===== config.mk =====
export PLATFORM = sky130hd
export DESIGN_NAME = sqvs_fifo
export DESIGN_NICKNAME = d
export VERILOG_FILES = /design/src/rtl/sqvs_fifo.sv
export SDC_FILE = /design/constraint.sdc
export NUM_CORES = 1
export LEC_CHECK = 0
export BUFFER_PORTS_ARGS = -buffer_cell sky130_fd_sc_hd__buf_2
export CAP_MARGIN = 15
export CELL_PAD_IN_SITES_DETAIL_PLACEMENT = 1
export CELL_PAD_IN_SITES_GLOBAL_PLACEMENT = 1
export CORE_MARGIN = 4
export CORE_UTILIZATION = 36
export DETAILED_ROUTE_END_ITERATION = 10
export PLACE_DENSITY = 0.68
export SLEW_MARGIN = 20
export SYNTH_ARGS = -nofsm -noshare
export SYNTH_HDL_FRONTEND = slang
export SYNTH_SLANG_ARGS = --single-unit

===== constraint.sdc =====
create_clock -name clk -period 1.7 [get_ports clk]
set_clock_uncertainty 0.05 [all_clocks]
set_input_delay 0 -clock clk [delete_from_list [all_inputs] [get_ports clk]]
set_output_delay 0 -clock clk [all_outputs]
set_load 0.01 [all_outputs]

===== src/rtl/sqvs_fifo.sv =====
// Two-entry queue between front and back.
`timescale 1ns / 1ps
module sqvs_fifo #(parameter type T = logic [7:0]) (
  input  logic clk,
  input  logic rst_n,
  input  logic push,
  input  T     push_data,
  input  logic pop,
  output T     head,
  output logic full,
  output logic empty
);
  T           mem [2];
  logic       wp_r, rp_r;
  logic [1:0] cnt_r;

  assign full  = (cnt_r == 2'd2);
  assign empty = (cnt_r == 2'd0);
  assign head  = mem[rp_r];

  always_ff @(posedge clk) begin
    if (push && !full) mem[wp_r] <= push_data;
  end

  always_ff @(posedge clk) begin
    if (!rst_n) begin
      wp_r  <= 1'b0;
      rp_r  <= 1'b0;
      cnt_r <= 2'd0;
    end else begin
      if (push && !full) wp_r <= ~wp_r;
      if (pop && !empty) rp_r <= ~rp_r;
      cnt_r <= cnt_r + 2'((push && !full) ? 1 : 0) - 2'((pop && !empty) ? 1 : 0);
    end
  end
endmodule


== Word-level counts from Yosys, hierarchy flattened ==
Memory sizes are Yosys's and may differ from the RTL's. A register that Yosys moved wholly into a read port is not among the register bits.
Index checks and enable logic that the tools add are counted.

* RAM bits: 16
* Word-level logic and storage cells: 20
* Bits in registers: 4
* Output and inout bits: 10
* Memories: 1
* Latch bits: 0
* ROM bits: 0

* Reductions and logical operators: 5
* Bitwise operators: 2
* Shifts and indexed selects: 0
* Div/mod/pow operators: 0
* Multipliers: 0
* Muxes and demuxes: 6
* Equality and inequality tests: 1
* Order comparisons: 0
* $add $sub $neg: 2

{| class="wikitable"
|+ Memory list
! name !! words !! bits a word !! read ports !! clocked after memory_dff !! wr ports !! line !! RTL
|-
| mem || 2 || 8 || 1 || 1 || 1 || 13 || <nowiki>T mem [2];</nowiki>
|}

{| class="wikitable"
|+ Operator list
! operator !! number
|-
| $mux W1 || 6
|-
| $add A2 B1 Y2 || 1
|-
| $eq A2 B2 Y1 const B || 1
|-
| $logic_and A1 B1 Y1 || 2
|-
| $logic_not A1 Y1 || 2
|-
| $logic_not A2 Y1 || 1
|-
| $not A1 Y1 || 2
|-
| $sub A2 B1 Y2 || 1
|}

== Logic depth before layout (Yosys ltp) ==
* Depth after elaboration: 6
* Depth in mapped cells: 8
* Gate-level depth less buffers: 8

== Least setup slack after synthesis ==
No wires, ideal clock.

* Path type: register -> register
* Start: register cnt_r[0]
* End: register cnt_r[1]
* Setup time: 115 ps
* Stages on the path, launching flop included: 9
* Slack: 109 ps
* Arrival time: 1426 ps
* Buffers on the path: 0
* Cells stage by stage: dfxtp_1 > nand2b_1 > nand2_1 > ha_1 > inv_1 > ha_1 > xnor2_1 > xnor2_1 > and2_1

* Cells in the longest elaborated chain, start to end: 6

{| class="wikitable"
|+ Ends and longest elaborated chain
! element !! line !! RTL
|-
| start, declared || 15 || <nowiki>logic [1:0] cnt_r;</nowiki>
|-
| start signal, assigned || 33 || <nowiki>cnt_r <= cnt_r + 2'((push && !full) ? 1 : 0) - 2'((pop && !empty) ? 1 : 0);</nowiki>
|-
| $eq A2 B2 Y1 || 17 || <nowiki>assign full = (cnt_r == 2'd2);</nowiki>
|-
| $logic_not A1 Y1 || 33 ||
|-
| $logic_and A1 B1 Y1 || 33 ||
|-
| $mux W1 || 33 ||
|-
| $add A2 B1 Y2 || 33 ||
|-
| $sub A2 B1 Y2 * || 33 ||
|}

Mark *: on every way between the ends. The rest lies on a longest branch, timed or not.
A chain may end at the register's enable or synchronous reset.

== Worst setup path in the final report ==
* Start: register cnt_r[1]
* End: register cnt_r[1]

Same word-level chain as after synthesis.

==> flow_metrics.tcl <==
set metrics [dict create \
    slowest_delay_ns 0.38 \
    required_ns 1.85 \
    crit_family "adder cells" \
    max_cap_viol_count 0 \
    critical_path.endpoint "cnt_r[1]" \
    synth_area_leader_cell "edfxtp_1" \
    root_buffer "clkbuf_4" \
    whs_path_depth 4 \
    reg2reg_slack_ns 0.04 \
    total_leakage_power_uw 0.000448 \
    clockBufferDepth 2 \
    vias 512 \
    crit_buf_inv 1 \
    r2r_start "cnt_r[1]" \
    syn2layout_area_growth_pct 36.4 \
    nets 101 \
    pwr-share-comb_pct 33.2 \
    ir_worst_vdd_v 0.000579 \
    rows 16 \
    swShare_pct 28.7 \
    relSlewSlack_pct 74.4 \
    synthCells 50 \
    cts_made_buffers 3 \
    switchingPower_uw 411 \
    remaining_drc_errors 0 \
    r2r_end "cnt_r[1]" \
    final-max-slew-violation-count 0 \
    vias_per_cell 4.53 \
    syn_area_um2 812 \
    grt_max_degree 12 \
    p_total_uw 1430 \
    yosysSeqAreaShare_pct 71.5 \
    p_clk_share_pct 15.8 \
    avgRoutedWirePerCell_um 13.6 \
    antenna_found_initial 0 \
    wl_um 1530 \
    seq_power_share_pct 51.0 \
    setup_viol 0 \
    antenna_left 0 \
    cts_tree "done" \
    io_pins 22 \
    hold_viol 0 \
    power.density_nw_per_um2 1290 \
    crit_start "cnt_r[1]" \
    globalplace.congestion 0.732 \
    period_needed_ns 1.66 \
    drtIter0Drc 2 \
    cp-start-kind "register" \
    fin_crit_sh_pct 97.5 \
    post_cts_buffers 0 \
    avgSynthCellArea_um2 16.2 \
    synth_area_leaders "edfxtp_1, dfxtp_1, mux2_2, xnor2_1, ha_1" \
    antenna_cells 0 \
    synth.distinct_cells 15 \
    grtUsageTotal_pct 10.6 \
    worst_hold_path_type "primary input to register" \
    worstMarginPinSlew_ns 0.384 \
    p_int_uw 1020 \
    crit_type "register to register" \
    die_h_um 55.5 \
    fin_setup_tns_ns 0 \
    max_freq_mhz 603 \
    arrival_ns 1.81 \
    cts.sinks 21 \
    initial_core_util_pct 39.8 \
    drive_gt1_share_pct 47.7 \
    r2r_cells 7 \
    ys_warn_count 0 \
    endpoint_kind "register" \
    crit_chain "o21a_2 > ha_1 > inv_1 > ha_2 > xnor2_2 > xnor2_1 > and2_1" \
    port_buffers 21 \
    htree_levels 1 \
    dieWidth_um 55.5 \
    overflow 0 \
    dp_hpwl_um 1040 \
    path_depth 7 \
    synth_top_area_share_pct 59.2 \
    core_um2 2040 \
    worstPathMaxFanout 4 \
    grt_pass1_wl_um 2490 \
    yosys_register_bits 21 \
    grt_pass1_vias 560 \
    clk_latency_ns 0.29 \
    critPathSlowestCell "dfxtp_4" \
    die_area_um2 3080 \
    syn_nets 64 \
    clk_pin_slew_ns 0.11 \
    status "finished clean" \
    drt-pass1-iter-count 4 \
]
[sequential cells by signal, summed over array words and instances (netlist names), named ones only]
signal  flops
rp_r        1
wp_r        1
mem        16
cnt_r       2
[kinds of logic after synthesis]
kind of cell	share of synthesized area [%]
xor+xnor	3.24
simple gates	7.24
mux	12.3
buf+inv	1.54
flops	71.5
compound gates	1.08
fa+ha+maj	3.08
[synthesized netlist by cell type]
cell,count
o21a_2,1
buf_2,1
nand2_1,2
xnor2_1,3
ha_1,2
inv_1,2
mux2i_1,1
nor2b_1,2
nand2b_1,2
nor2_1,2
and3_1,1
mux2_2,8
and2_1,2
dfxtp_1,5
edfxtp_1,16
[repair_timing]
action / in CTS / in global routing
hold endpoints to repair: 21 / 0
gates resized for setup: 0 / 6
endpoints found under the setup margin: 0 / 1
hold buffers: 9 / 0
[power by group through the flow]
| stage | Clock (µW) | Sequential, µW | Combinational (µW) |
|---|---|---|---|
| after detailed placement | 0 | 727 | 431 |
| final | 226 | 729 | 476 |
| after global routing | 262 | 740 | 526 |
| after global placement | 0 | 723 | 420 |
| after floorplan | 0 | 694 | 297 |
| after CTS | 239 | 717 | 449 |
[placed cells by master, fill, tap and decap left out]
master / count
xnor2_1: 2
o21a_2: 1
inv_1: 2
dfxtp_4: 1
dfxtp_1: 3
nand2b_4: 1
edfxtp_1: 16
dlygate4sd3_1: 9
and3_1: 1
buf_2: 21
clkbuf_1: 1
ha_1: 1
nand2b_1: 1
and2_1: 2
nand2_1: 2
ha_2: 1
xnor2_2: 1
nor2b_1: 2
mux2i_1: 1
buf_4: 3
dfxtp_2: 1
nor2_1: 2
mux2_2: 8
clkbuf_4: 3
[tightest hold or removal path: cells and delay by family]
family,cells,cell delay (ns)
buffers and inverters,2,0.23
and+or+nand+nor,1,0.08
muxes,1,0.06
[routing by layer]
layer  vias up  routed length [µm]  part of all wire (%)  track usage (%)
met2        20                 862                    56             18.8
met4         0                  10                  0.65             6.25
met3         2                  94                   6.1             3.03
met5         -                   0                     0                0
met1       239                 566                    37             11.0
li1        251                   -                     -                -
[stage by stage]
step / cell area, µm² / hold WS (ns) / utilization [%] / setup slack, ns / cells
3_3_place_gp: 968 / 0.138 / 47.4 / 0.0952 / 100
3_5_place_dp: 968 / 0.142 / 47.4 / 0.0386 / 100
6_report: 1110 / 0.0580 / 54.2 / 0.0418 / 113
4_1_cts: 1080 / 0.0504 / 53.1 / 0.0193 / 113
5_1_grt: 1110 / 0.0793 / 54.2 / -0.00541 / 113
2_1_floorplan: 812 / 0.0489 / - / 0.109 / 50
[area by class of cell]
cell class                      instances  area [µm²]
Fill cell                             222         935
Sequential cell                        21         586
Multi-Input combinational cell         26         236
Timing Repair Buffer                   33         218
Tap cell                               27        33.8
Clock buffer                            4        26.3
Inverter                                2        7.51
[worst min path at each step]
| stage | startpoint | end | slack [ns] |
|---|---|---|---|
| finish | push | wp_r | 0.06 |
| global route | push | wp_r | 0.08 |
| CTS | push | wp_r | 0.05 |
| detailed placement | push_data[6] | mem[1][6] | 0.14 |
| global placement | push_data[5] | mem[0][5] | 0.14 |
| floorplan | push_data[0] | mem[0][0] | 0.05 |
Power figures use the tool's default switching activity.
