## src/rtl/sqvs_pkg.sv

```systemverilog
// Shared types, constants and table helpers for the sprite quad vertex setup block.
`timescale 1ns / 1ps
package sqvs_pkg;

  localparam logic [1:0] CORNER_TL = 2'd0;
  localparam logic [1:0] CORNER_TR = 2'd1;
  localparam logic [1:0] CORNER_BR = 2'd2;
  localparam logic [1:0] CORNER_BL = 2'd3;

  localparam logic REG_DEPTH = 1'b0;
  localparam logic REG_MAXP  = 1'b1;

  localparam logic [14:0] MAXP_RESET = 15'd1024;
  localparam logic [14:0] BATCH_MAX  = 15'd16384;
  localparam logic [16:0] TEX_SAT    = 17'h1FFFF;

  typedef struct packed {
    logic [15:0] texture_id;
    logic [1:0]  shader_id;
    logic [31:0] texture_size;
    logic [47:0] dest_min;
    logic [47:0] dest_max;
    logic [47:0] src_min;
    logic [47:0] src_max;
    logic [47:0] pivot;
    logic [31:0] scale_pair;
    logic [15:0] angle;
    logic [31:0] tint;
    logic [1:0]  flip;
  } in_item_t;

  typedef struct packed {
    logic signed [23:0] pos_x;
    logic signed [23:0] pos_y;
    logic signed [23:0] pos_z;
    logic [16:0]        tex_u;
    logic [16:0]        tex_v;
    logic [31:0]        vertex_color;
    logic [1:0]         corner;
    logic [15:0]        vertex_slot;
    logic               batch_start;
    logic               last_corner;
  } out_item_t;

  // One classified sprite handed from front to back.
  typedef struct packed {
    logic signed [17:0] sin;
    logic signed [17:0] cos;
    logic signed [15:0] scx;
    logic signed [15:0] scy;
    logic signed [25:0] lx0;
    logic signed [25:0] lx1;
    logic signed [25:0] ly0;
    logic signed [25:0] ly1;
    logic signed [23:0] dminx;
    logic signed [23:0] dminy;
    logic [23:0]        u0;
    logic [23:0]        u1;
    logic [23:0]        v0;
    logic [23:0]        v1;
    logic [15:0]        tw;
    logic [15:0]        th;
    logic [31:0]        tint;
    logic [13:0]        pos;
    logic               fresh;
  } job_t;

  typedef enum logic [1:0] {F_IDLE, F_SIN, F_COS, F_PUSH} front_state_t;

  typedef enum logic [2:0] {B_IDLE, B_DIV, B_SCALE, B_MUL, B_SUM, B_OUT} back_state_t;

  // First-quadrant sine, Q14 quarter-turn in, Q16 out. Elaboration only.
  function automatic logic signed [17:0] quarter_sine(input logic [14:0] r);
    longint unsigned x;
    longint unsigned x2;
    longint unsigned term;
    longint          sum;
    longint unsigned rs;
    x = (longint'(r) * 64'd1686629713) >> 14;
    x2 = (x * x) >> 30;
    term = x;
    sum = longint'(x);
    for (int n = 1; n <= 5; n++) begin
      term = (term * x2) >> 30;
      case (n)
        1: term = term / 6;
        2: term = term / 20;
        3: term = term / 42;
        4: term = term / 72;
        default: term = term / 110;
      endcase
      if (n % 2 == 1) sum = sum - longint'(term);
      else sum = sum + longint'(term);
    end
    if (sum < 0) sum = 0;
    rs = (longint'(sum) + 8192) >> 14;
    if (rs > 65536) rs = 65536;
    return 18'(rs);
  endfunction

  // Round half up from 24 extra fraction bits, saturate to signed 24.
  function automatic logic signed [23:0] round_sat24(input logic signed [63:0] v);
    logic signed [63:0] t;
    logic signed [39:0] r;
    t = v + 64'sd8388608;
    r = $signed(t[63:24]);
    if (r > 40'sd8388607) return 24'sh7FFFFF;
    else if (r < -40'sd8388608) return 24'sh800000;
    else return r[23:0];
  endfunction

endpackage

```

## src/rtl/sqvs_stream_if.sv

```systemverilog
// Valid/ready stream channel carrying one payload struct.
`timescale 1ns / 1ps
interface sqvs_stream_if #(parameter type T = logic [7:0]);
  logic valid;
  logic ready;
  T     data;
  modport source(output valid, output data, input ready);
  modport sink(input valid, input data, output ready);
endinterface

```

## src/rtl/sqvs_div.sv

```systemverilog
// Bit-serial texture coordinate divider, 17 quotient bits, saturating.
`timescale 1ns / 1ps
module sqvs_div (
  input  logic        clk,
  input  logic        rst_n,
  input  logic        start,
  input  logic [31:0] dividend,
  input  logic [15:0] divisor,
  output logic        busy,
  output logic [16:0] quo
);
  logic [15:0] rem_r, d_r;
  logic [16:0] sh_r, q_r;
  logic [4:0]  cnt_r;
  logic        sat_r, busy_r;
  logic [16:0] trial;
  logic        take;

  assign busy  = busy_r;
  assign quo   = sat_r ? sqvs_pkg::TEX_SAT : q_r;
  assign trial = {rem_r, sh_r[16]};
  assign take  = trial >= {1'b0, d_r};

  always_ff @(posedge clk) begin
    if (!rst_n) begin
      busy_r <= 1'b0;
    end else if (start) begin
      busy_r <= 1'b1;
    end else if (busy_r && cnt_r == 5'd0) begin
      busy_r <= 1'b0;
    end
  end

  always_ff @(posedge clk) begin
    if (start) begin
      sat_r <= {1'b0, dividend[31:17]} >= divisor;
      rem_r <= {1'b0, dividend[31:17]};
      sh_r  <= dividend[16:0];
      d_r   <= divisor;
      q_r   <= '0;
      cnt_r <= 5'd16;
    end else if (busy_r) begin
      rem_r <= take ? 16'(trial - {1'b0, d_r}) : trial[15:0];
      sh_r  <= {sh_r[15:0], 1'b0};
      q_r   <= {q_r[15:0], take};
      cnt_r <= cnt_r - 5'd1;
    end
  end
endmodule

```

## src/rtl/sqvs_back.sv

```systemverilog
// Back end: texture divides, scale and rotate, one vertex out at a time.
`timescale 1ns / 1ps
module sqvs_back (
  input  logic               clk,
  input  logic               rst_n,
  input  sqvs_pkg::job_t     head,
  input  logic               q_empty,
  output logic               pop,
  input  logic [23:0]        depth_value,
  sqvs_stream_if.source      out_if
);
  sqvs_pkg::back_state_t state_r, state_nxt;
  sqvs_pkg::job_t        job_r;
  sqvs_pkg::out_item_t   out_r;
  logic                  out_valid_r;
  logic [1:0]            corner_r;
  logic signed [33:0]    csx_r, ssx_r, csy_r, ssy_r;
  logic signed [59:0]    pa_r, pb_r, pc_r, pd_r;
  logic [3:0]            busy;
  logic [16:0]           quo [4];
  logic signed [25:0]    lx, ly;
  logic signed [63:0]    xs, ys;
  logic                  start;

  assign start = (state_r == sqvs_pkg::B_IDLE) && !q_empty;

  sqvs_div u_div_u0 (.clk, .rst_n, .start, .dividend({head.u0, 8'd0}), .divisor(head.tw),
                     .busy(busy[0]), .quo(quo[0]));
  sqvs_div u_div_u1 (.clk, .rst_n, .start, .dividend({head.u1, 8'd0}), .divisor(head.tw),
                     .busy(busy[1]), .quo(quo[1]));
  sqvs_div u_div_v0 (.clk, .rst_n, .start, .dividend({head.v0, 8'd0}), .divisor(head.th),
                     .busy(busy[2]), .quo(quo[2]));
  sqvs_div u_div_v1 (.clk, .rst_n, .start, .dividend({head.v1, 8'd0}), .divisor(head.th),
                     .busy(busy[3]), .quo(quo[3]));

  assign out_if.valid = out_valid_r;
  assign out_if.data  = out_r;

  assign lx = (corner_r == sqvs_pkg::CORNER_TR || corner_r == sqvs_pkg::CORNER_BR)
              ? job_r.lx1 : job_r.lx0;
  assign ly = (corner_r == sqvs_pkg::CORNER_BR || corner_r == sqvs_pkg::CORNER_BL)
              ? job_r.ly1 : job_r.ly0;
  assign xs = 64'(pa_r) - 64'(pb_r) + (64'(job_r.dminx) <<< 24);
  assign ys = 64'(pc_r) + 64'(pd_r) + (64'(job_r.dminy) <<< 24);

  always_comb begin
    state_nxt = state_r;
    pop       = 1'b0;
    case (state_r)
      sqvs_pkg::B_IDLE: begin
        if (!q_empty) begin
          pop       = 1'b1;
          state_nxt = sqvs_pkg::B_DIV;
        end
      end
      sqvs_pkg::B_DIV:   if (busy == 4'd0) state_nxt = sqvs_pkg::B_SCALE;
      sqvs_pkg::B_SCALE: state_nxt = sqvs_pkg::B_MUL;
      sqvs_pkg::B_MUL:   state_nxt = sqvs_pkg::B_SUM;
      sqvs_pkg::B_SUM:   state_nxt = sqvs_pkg::B_OUT;
      sqvs_pkg::B_OUT: begin
        if (out_if.ready) begin
          state_nxt = (corner_r == sqvs_pkg::CORNER_BL) ? sqvs_pkg::B_IDLE : sqvs_pkg::B_MUL;
        end
      end
      default: state_nxt = sqvs_pkg::B_IDLE;
    endcase
  end

  always_ff @(posedge clk) begin
    if (!rst_n) begin
      state_r     <= sqvs_pkg::B_IDLE;
      out_valid_r <= 1'b0;
      corner_r    <= sqvs_pkg::CORNER_TL;
    end else begin
      state_r <= state_nxt;
      case (state_r)
        sqvs_pkg::B_SCALE: corner_r <= sqvs_pkg::CORNER_TL;
        sqvs_pkg::B_SUM:   out_valid_r <= 1'b1;
        sqvs_pkg::B_OUT: begin
          if (out_if.ready) begin
            out_valid_r <= 1'b0;
            corner_r    <= corner_r + 2'd1;
          end
        end
        default: ;
      endcase
    end
  end

  always_ff @(posedge clk) begin
    if (pop) job_r <= head;
    if (state_r == sqvs_pkg::B_SCALE) begin
      csx_r <= job_r.cos * job_r.scx;
      ssx_r <= job_r.sin * job_r.scx;
      csy_r <= job_r.cos * job_r.scy;
      ssy_r <= job_r.sin * job_r.scy;
    end
    if (state_r == sqvs_pkg::B_MUL) begin
      pa_r <= csx_r * lx;
      pb_r <= ssy_r * ly;
      pc_r <= ssx_r * lx;
      pd_r <= csy_r * ly;
    end
    if (state_r == sqvs_pkg::B_SUM) begin
      out_r.pos_x        <= sqvs_pkg::round_sat24(xs);
      out_r.pos_y        <= sqvs_pkg::round_sat24(ys);
      out_r.pos_z        <= depth_value;
      out_r.tex_u        <= (corner_r == sqvs_pkg::CORNER_TL || corner_r == sqvs_pkg::CORNER_BL)
                            ? quo[0] : quo[1];
      out_r.tex_v        <= (corner_r == sqvs_pkg::CORNER_TL || corner_r == sqvs_pkg::CORNER_TR)
                            ? quo[2] : quo[3];
      out_r.vertex_color <= job_r.tint;
      out_r.corner       <= corner_r;
      out_r.vertex_slot  <= {job_r.pos, corner_r};
      out_r.batch_start  <= job_r.fresh && (corner_r == sqvs_pkg::CORNER_TL);
      out_r.last_corner  <= (corner_r == sqvs_pkg::CORNER_BL);
    end
  end
endmodule

```

## src/flat_wrapper.sv

```systemverilog
// flat-port wrapper written by rule: the top's interface ports become plain ports
module sqvs_back_flat 
  (clk, rst_n, head, q_empty, pop, depth_value, out_if_valid, out_if_data, out_if_ready);
  sqvs_stream_if out_if_i ();
  input  logic clk;
  input  logic rst_n;
  input  sqvs_pkg::job_t head;
  input  logic q_empty;
  output logic pop;
  input  logic [23:0] depth_value;
  output wire logic [$bits(out_if_i.valid)-1:0] out_if_valid;
  output wire logic [$bits(out_if_i.data)-1:0] out_if_data;
  input wire logic [$bits(out_if_i.ready)-1:0] out_if_ready;
  assign out_if_valid = out_if_i.valid;
  assign out_if_data = out_if_i.data;
  assign out_if_i.ready = out_if_ready;
  sqvs_back u_core (.clk(clk), .rst_n(rst_n), .head(head), .q_empty(q_empty), .pop(pop), .depth_value(depth_value), .out_if(out_if_i));
endmodule
```

## config.mk

```make
export PLATFORM = sky130hd
export DESIGN_NAME = sqvs_back_flat
export DESIGN_NICKNAME = d
export VERILOG_FILES = /design/src/rtl/sqvs_pkg.sv /design/src/rtl/sqvs_stream_if.sv /design/src/rtl/sqvs_div.sv /design/src/rtl/sqvs_back.sv /design/src/flat_wrapper.sv
export SDC_FILE = /design/constraint.sdc
export NUM_CORES = 1
export LEC_CHECK = 0
export ABC_AREA = 1
export ABC_CLOCK_PERIOD_IN_PS = 1600
export BUFFER_PORTS_ARGS = -buffer_cell sky130_fd_sc_hd__buf_2
export CAP_MARGIN = 30
export CORE_AREA = 10 10 162 164
export CTS_CLUSTER_DIAMETER = 80
export CTS_CLUSTER_SIZE = 20
export DETAILED_ROUTE_END_ITERATION = 6
export DIE_AREA = 0 0 172 174
export GPL_TIMING_DRIVEN = 0
export PLACE_DENSITY = 0.38
export SLEW_MARGIN = 20
export SYNTH_ARGS = -nofsm -noshare
export SYNTH_HDL_FRONTEND = slang
export SYNTH_SLANG_ARGS = --single-unit
```

## constraint.sdc

```tcl
create_clock -name clk -period 1.6 [get_ports clk]
set_input_delay 0.16 -clock clk [delete_from_list [all_inputs] [get_ports clk]]
set_output_delay 0.16 -clock clk [all_outputs]
set_load 0.005 [all_outputs]
```

Yosys cells after proc, flatten, opt, wreduce, memory -nomap -nowiden
Cells that the tools add are included.
Storage, ports and cells
  memory bits (writable): 0
  register bits: 43
  latch bits: 0
  output and inout bits: 10
  memories: 0
  bits in read-only memories: 0
Operators by class
  add/subtract/negate cells: 5
  $mul: 0
  magnitude comparators: 0
  equality and inequality tests: 9
  muxes and demuxes: 19
  shifts and indexed selects: 0
  reductions and logical operators: 23
  bitwise gates (word level): 0
  divide/modulo/power cells: 0
Operators with widths (count)
  logical NOT 5 bit: 4
  subtractor 5 x 1 -> 5 bit, second input constant: 4
  one-hot mux 3 bit (6 select lines): 1
  nonzero test 2 bit: 6
  two-way mux 1 bit: 11
  two-way mux 3 bit: 3
  equality test 3 x 2 -> 1 bit, second input constant: 2
  equality test 3 bit, second input constant: 2
  logical AND 1 bit: 6
  logical NOT 4 bit: 1
  two-way mux 2 bit: 2
  != test 2 bit, second input constant: 2
  one-hot mux 2 bit (2 select lines): 1
  AND reduction 2 bit: 2
  equality test 3 x 1 -> 1 bit, second input constant: 1
  logical NOT 3 bit: 1
  AND reduction 3 bit: 1
  adder 2 x 1 -> 2 bit, second input constant: 1
  equality test 2 bit, second input constant: 1
  logical NOT 2 bit: 1
  != test 2 x 1 -> 1 bit, second input constant: 1
  one-hot mux 1 bit (2 select lines): 1
  logical NOT 1 bit: 1

Longest topological paths before layout
  depth after elaboration: 4
  mapped depth: 7
  gate-level depth less buffers: 7

By module
Synthesis repeated with hierarchy kept, for this count alone.
Second synthesis, totals
  cell total of the unflattened synthesis: 2326
  area, all modules: 18512.8 µm²
Modules (own cells, without submodules)
  sqvs_div: sequential area each 1951.9 µm², times used 4, cells an instance 565, area each 4436.8 µm²
  sqvs_back: sequential area each 510.5 µm², times used 1, cells an instance 66, area each 765.7 µm²

Least setup slack after synthesis
No wires, ideal clock.
  path kind: register to register
  from: register u_core.state_r[0]
  to: register u_core.job_r[0] (netlist bit), enable pin
  cell stages (with the launch flop): 5
  data arrival time: 0.864 ns
  required time: 1.269 ns
  period minus slack after synthesis: 1.196 ns
  setup slack: 0.404 ns
  cell sequence: dfxtp_1 buf_6 nor2_4 nand3_2 inv_1
On the way
  longest elaborated chain between the ends: 2
RTL lines
  start, declared: RTL line sqvs_back.sv:12  | sqvs_pkg::back_state_t state_r, state_nxt;
  start signal, assigned: RTL line sqvs_back.sv:71  | state_r <= sqvs_pkg::B_IDLE;
  start signal, assigned: RTL line sqvs_back.sv:75  | state_r <= state_nxt;
  logical NOT 3 bit: RTL line sqvs_back.sv:49  | case (state_r)
  two-way mux 1 bit: RTL line sqvs_back.sv:49
  named net pop: RTL line flat_wrapper.sv:9  | output logic pop;
  end signal, assigned: RTL line sqvs_back.sv:91  | if (pop) job_r <= head;
  end, declared: RTL line sqvs_back.sv:13  | sqvs_pkg::job_t job_r;
The timed path passes the listed nets, and every way through them passes these cells.
A chain may end at the register's enable or synchronous reset.

Final worst setup path
  from: register u_core.state_r[0]
  to: output port pop
On the way
  longest elaborated chain between the ends: 2
RTL lines (RTL line)
  logical NOT 3 bit: sqvs_back.sv:49
  two-way mux 1 bit: sqvs_back.sv:49
  end, declared: flat_wrapper.sv:9
Every way passes these cells.

==> flow_summary_export.csv <==
group,metric,value,unit
status,status,"complete, no violations",
worst_setup_path,crit_path_start_kind,"flip-flop",
floorplanning,die_y,174,um
routing,drtAntennaViolNets,0,
cts,cts_made_buffers,5,
routing,dr.pass1.iters,4,
grt,antenna_found_initial,1,
timing,rsz0062_at_grt,"false",
place,gp_congestion,0.675,
cts,clock_sinks,43,
routing,num_vias,1418,
worst_setup_path,cp_num_buf_inv,3,
timing,hold_viol_final,0,
logic_synthesis,synthTopCellsByCount,"inv_1 (40), dfxtp_1 (30), nand2_1 (28), nor2_1 (21), edfxtp_1 (13)",
floorplanning,initial_core_util,0.0826,
routing,drc_errors,0,
place,place_ws,0.127,ns
layout,nNetsFinal,673,
timing,max_freq,712,MHz
routing,drtIter0Drc,54,
worst_setup_path,crit_family,"buffers and inverters",
worst_setup_path,cpMaxStageDelayCell,"dfxtp_1",
layout,nFillCells,2654,
place,dp.cells,524,
floorplanning,ios,433,
logic_synthesis,synth_xor_area_frac,0.0138,
logic_synthesis,syn_area_per_cell,8.84,sq um
logic_synthesis,synth_top_area_share,0.315,
logic_synthesis,yosys.area_share.simple,0.210,
grt,grt_pass1_wl,6890,um
grt,track_usage,0.0302,
grt,grt_max_degree,13,
logic_synthesis,synth-edff-count,13,
logic_synthesis,syn_inst,216,
routing,vias_per_cell,2.67,
logic_synthesis,synthTopCellsByArea,"dfxtp_1 (31%), edfxtp_1 (20%), inv_1 (7.9%)",
place,dpl.hpwl,3120,um
layout,diodes,0,
power,peakVddDrop,0.375,mV
logic_synthesis,yosysSeqAreaShare,0.519,
timing,min_period_over_period,0.877,
cts,postCtsHoldBufs,0,
power,p_leak,1.07,nW
layout,finalNonFillerCells,532,
cts,clkLatencyLatePin,0.28,ns
logic_synthesis,synth_compound_gate_area_share,0.100,
timing,drv_slew,0,
floorplanning,rows,56,
floorplanning,die_area,29900,sq um
cts,cts.clk_slew.worst_paths,0.05,ns
place,io_buffers,18,
power,power_density,1610,nW/um^2
logic_synthesis,syn_area,1910,sq um
logic_synthesis,synth_top_family_by_area,"simple AND/OR/NAND/NOR gates",
timing,relSlewSlack,0.786,
worst_setup_path,path_class,"flip-flop to output pin",
timing,clock-skew-final,0.00660,ns
timing,worst-slew-pin-transition,0.321,ns
worst_setup_path,cp.arrival,1.24,ns
timing,setup_violations,0,
logic_synthesis,synth_cell_types,27,
layout,regArea,991,sq um
logic_synthesis,syn-num-nets,647,
logic_synthesis,ys_async_sr_fraction,0,
routing,wl_per_cell,7.80,um
cts,cts_tree,"yes",
worst_setup_path,end_kind,"output pin",
logic_synthesis,ys.warnings.count,0,
worst_setup_path,crit_chain,"buf_6, nor2_4, nand3_2, clkinvlp_4, buf_2",
logic_synthesis,ys_ff_latch,43,
logic_synthesis,yosysMostFrequentCell,"inv_1",
floorplanning,die_w,172,um
cts,cts.path.max_buffers,2,
job,maxCapViolCount,0,
timing,fin_setup_tns,0,ns
worst_setup_path,critical-path-max-stage-delay,0.30,ns
layout,fin_util,0.109,
layout,area_delta_synth_final,32.4,%
logic_synthesis,synth_top_flop_cell,"dfxtp_1",
logic_synthesis,yosys.area.top_type,"dfxtp_1",
floorplanning,core,23100,sq um
logic_synthesis,muxShareOfSynthArea,0,
cts,cts_max_level,2,
grt,grt_overflow_total,0,
layout,final_layout_size_suffix_gt1_frac,0.194,
worst_setup_path,crit_required,1.44,ns
logic_synthesis,synth-adder-area-share,0.0524,
timing,setup_slack,0.196,ns
layout,multiInputGateArea,719,sq um
timing,min_period,1.40,ns
worst_setup_path,crit_path_max_fanout,10,
grt,grt_pass1_vias,1409,
cts,clockRootBuffer,"clkbuf_16",
routing,routed_wl,4150,um
worst_hold_path,holdCritPathClass,"primary input to flip-flop",
## timing repair
action,in CTS,in global routing
buffers inserted,1,0
endpoints found under the setup margin,1,0
resized for setup,1,0
## final timing paths
check,startpoint,endpoint,slack (ns),cells after the start
max,u_core.state_r[0],pop,0.20,5
min,head[0],u_core.job_r[0],0.05,1
max reg2reg,u_core.state_r[0],u_core.job_r[1],0.25,5
min reg2reg,u_core.job_r[2],u_core.out_if.data[5],0.42,0
## flip-flops by register name (all words and copies together), names as in the netlist
register and flops:
u_core.u_div_v0.cnt_r 5, u_core.u_div_v1.cnt_r 5, u_core.out_if.valid 1, u_core.u_div_u0.busy 1, u_core.job_r 5, u_core.u_div_u1.cnt_r 5, u_core.out_if.data 8, u_core.u_div_u1.busy 1
u_core.u_div_v1.busy 1, u_core.corner_r 2, u_core.u_div_u0.cnt_r 5, u_core.state_r 3, u_core.u_div_v0.busy 1
## report_power, final
part | internal, mW | leakage, nW | total [mW] | switching, mW
Combinational | 0.547 | 0.622 | 1.36 | 0.818
Sequential | 1.46 | 0.368 | 1.66 | 0.197
Clock | 0.664 | 0.0751 | 1.05 | 0.386
## per-stage QoR
step                      area (sq um)  total power [mW]  hold slack (ns)
after floorplan                   1910              2.72            0.259
after CTS                         2530              4.15           0.0424
after detailed placement          2360              3.04            0.338
final                             2530              4.07           0.0521
after global placement            2360              3.01            0.339
after global routing              2530              4.47           0.0423
## cell type report
type                    instances  share of cell area
clock buffers                   7              0.0609
multi-input cells             127               0.285
inverters                      42              0.0639
plain buffers                   4              0.0163
well taps                     290               0.144
repair buffers                 19              0.0386
flip-flops and latches         43               0.392
## layer usage
metal / wire length, um / GRT usage / vias up
li1: - / - / 745
met1: 1930 / 0.0339 / 651
met2: 2030 / 0.0487 / 16
met3: 121 / 0.00884 / 6
met4: 66 / 0.0194 / 0
met5: 0 / 0 / -
## cells in the final DEF (no fill, tap or decap), drive strengths merged, types with 2 or more instances in the layout
cell type  synthesis  layout
edfxtp            13      13
clkbuf             0       7
inv               42      41
nor2              24      24
xnor2              3       3
o21ai             16      16
nand2             32      32
nor3               6       6
a21oi             13      13
nand3             14      14
ha                 8       8
nand4              4       4
buf                4      23
dfxtp             30      30
and3               3       3
o21bai             2       2
## kinds of logic after synthesis
family / after synthesis
flip-flops: 43
AO/OA/AOI/OAI: 33
AND/OR/NAND/NOR: 83
adder cells (fa/ha/maj): 8
buffers and inverters: 46
XOR/XNOR: 3
Note: power is estimated with default switching activity, not from simulation.
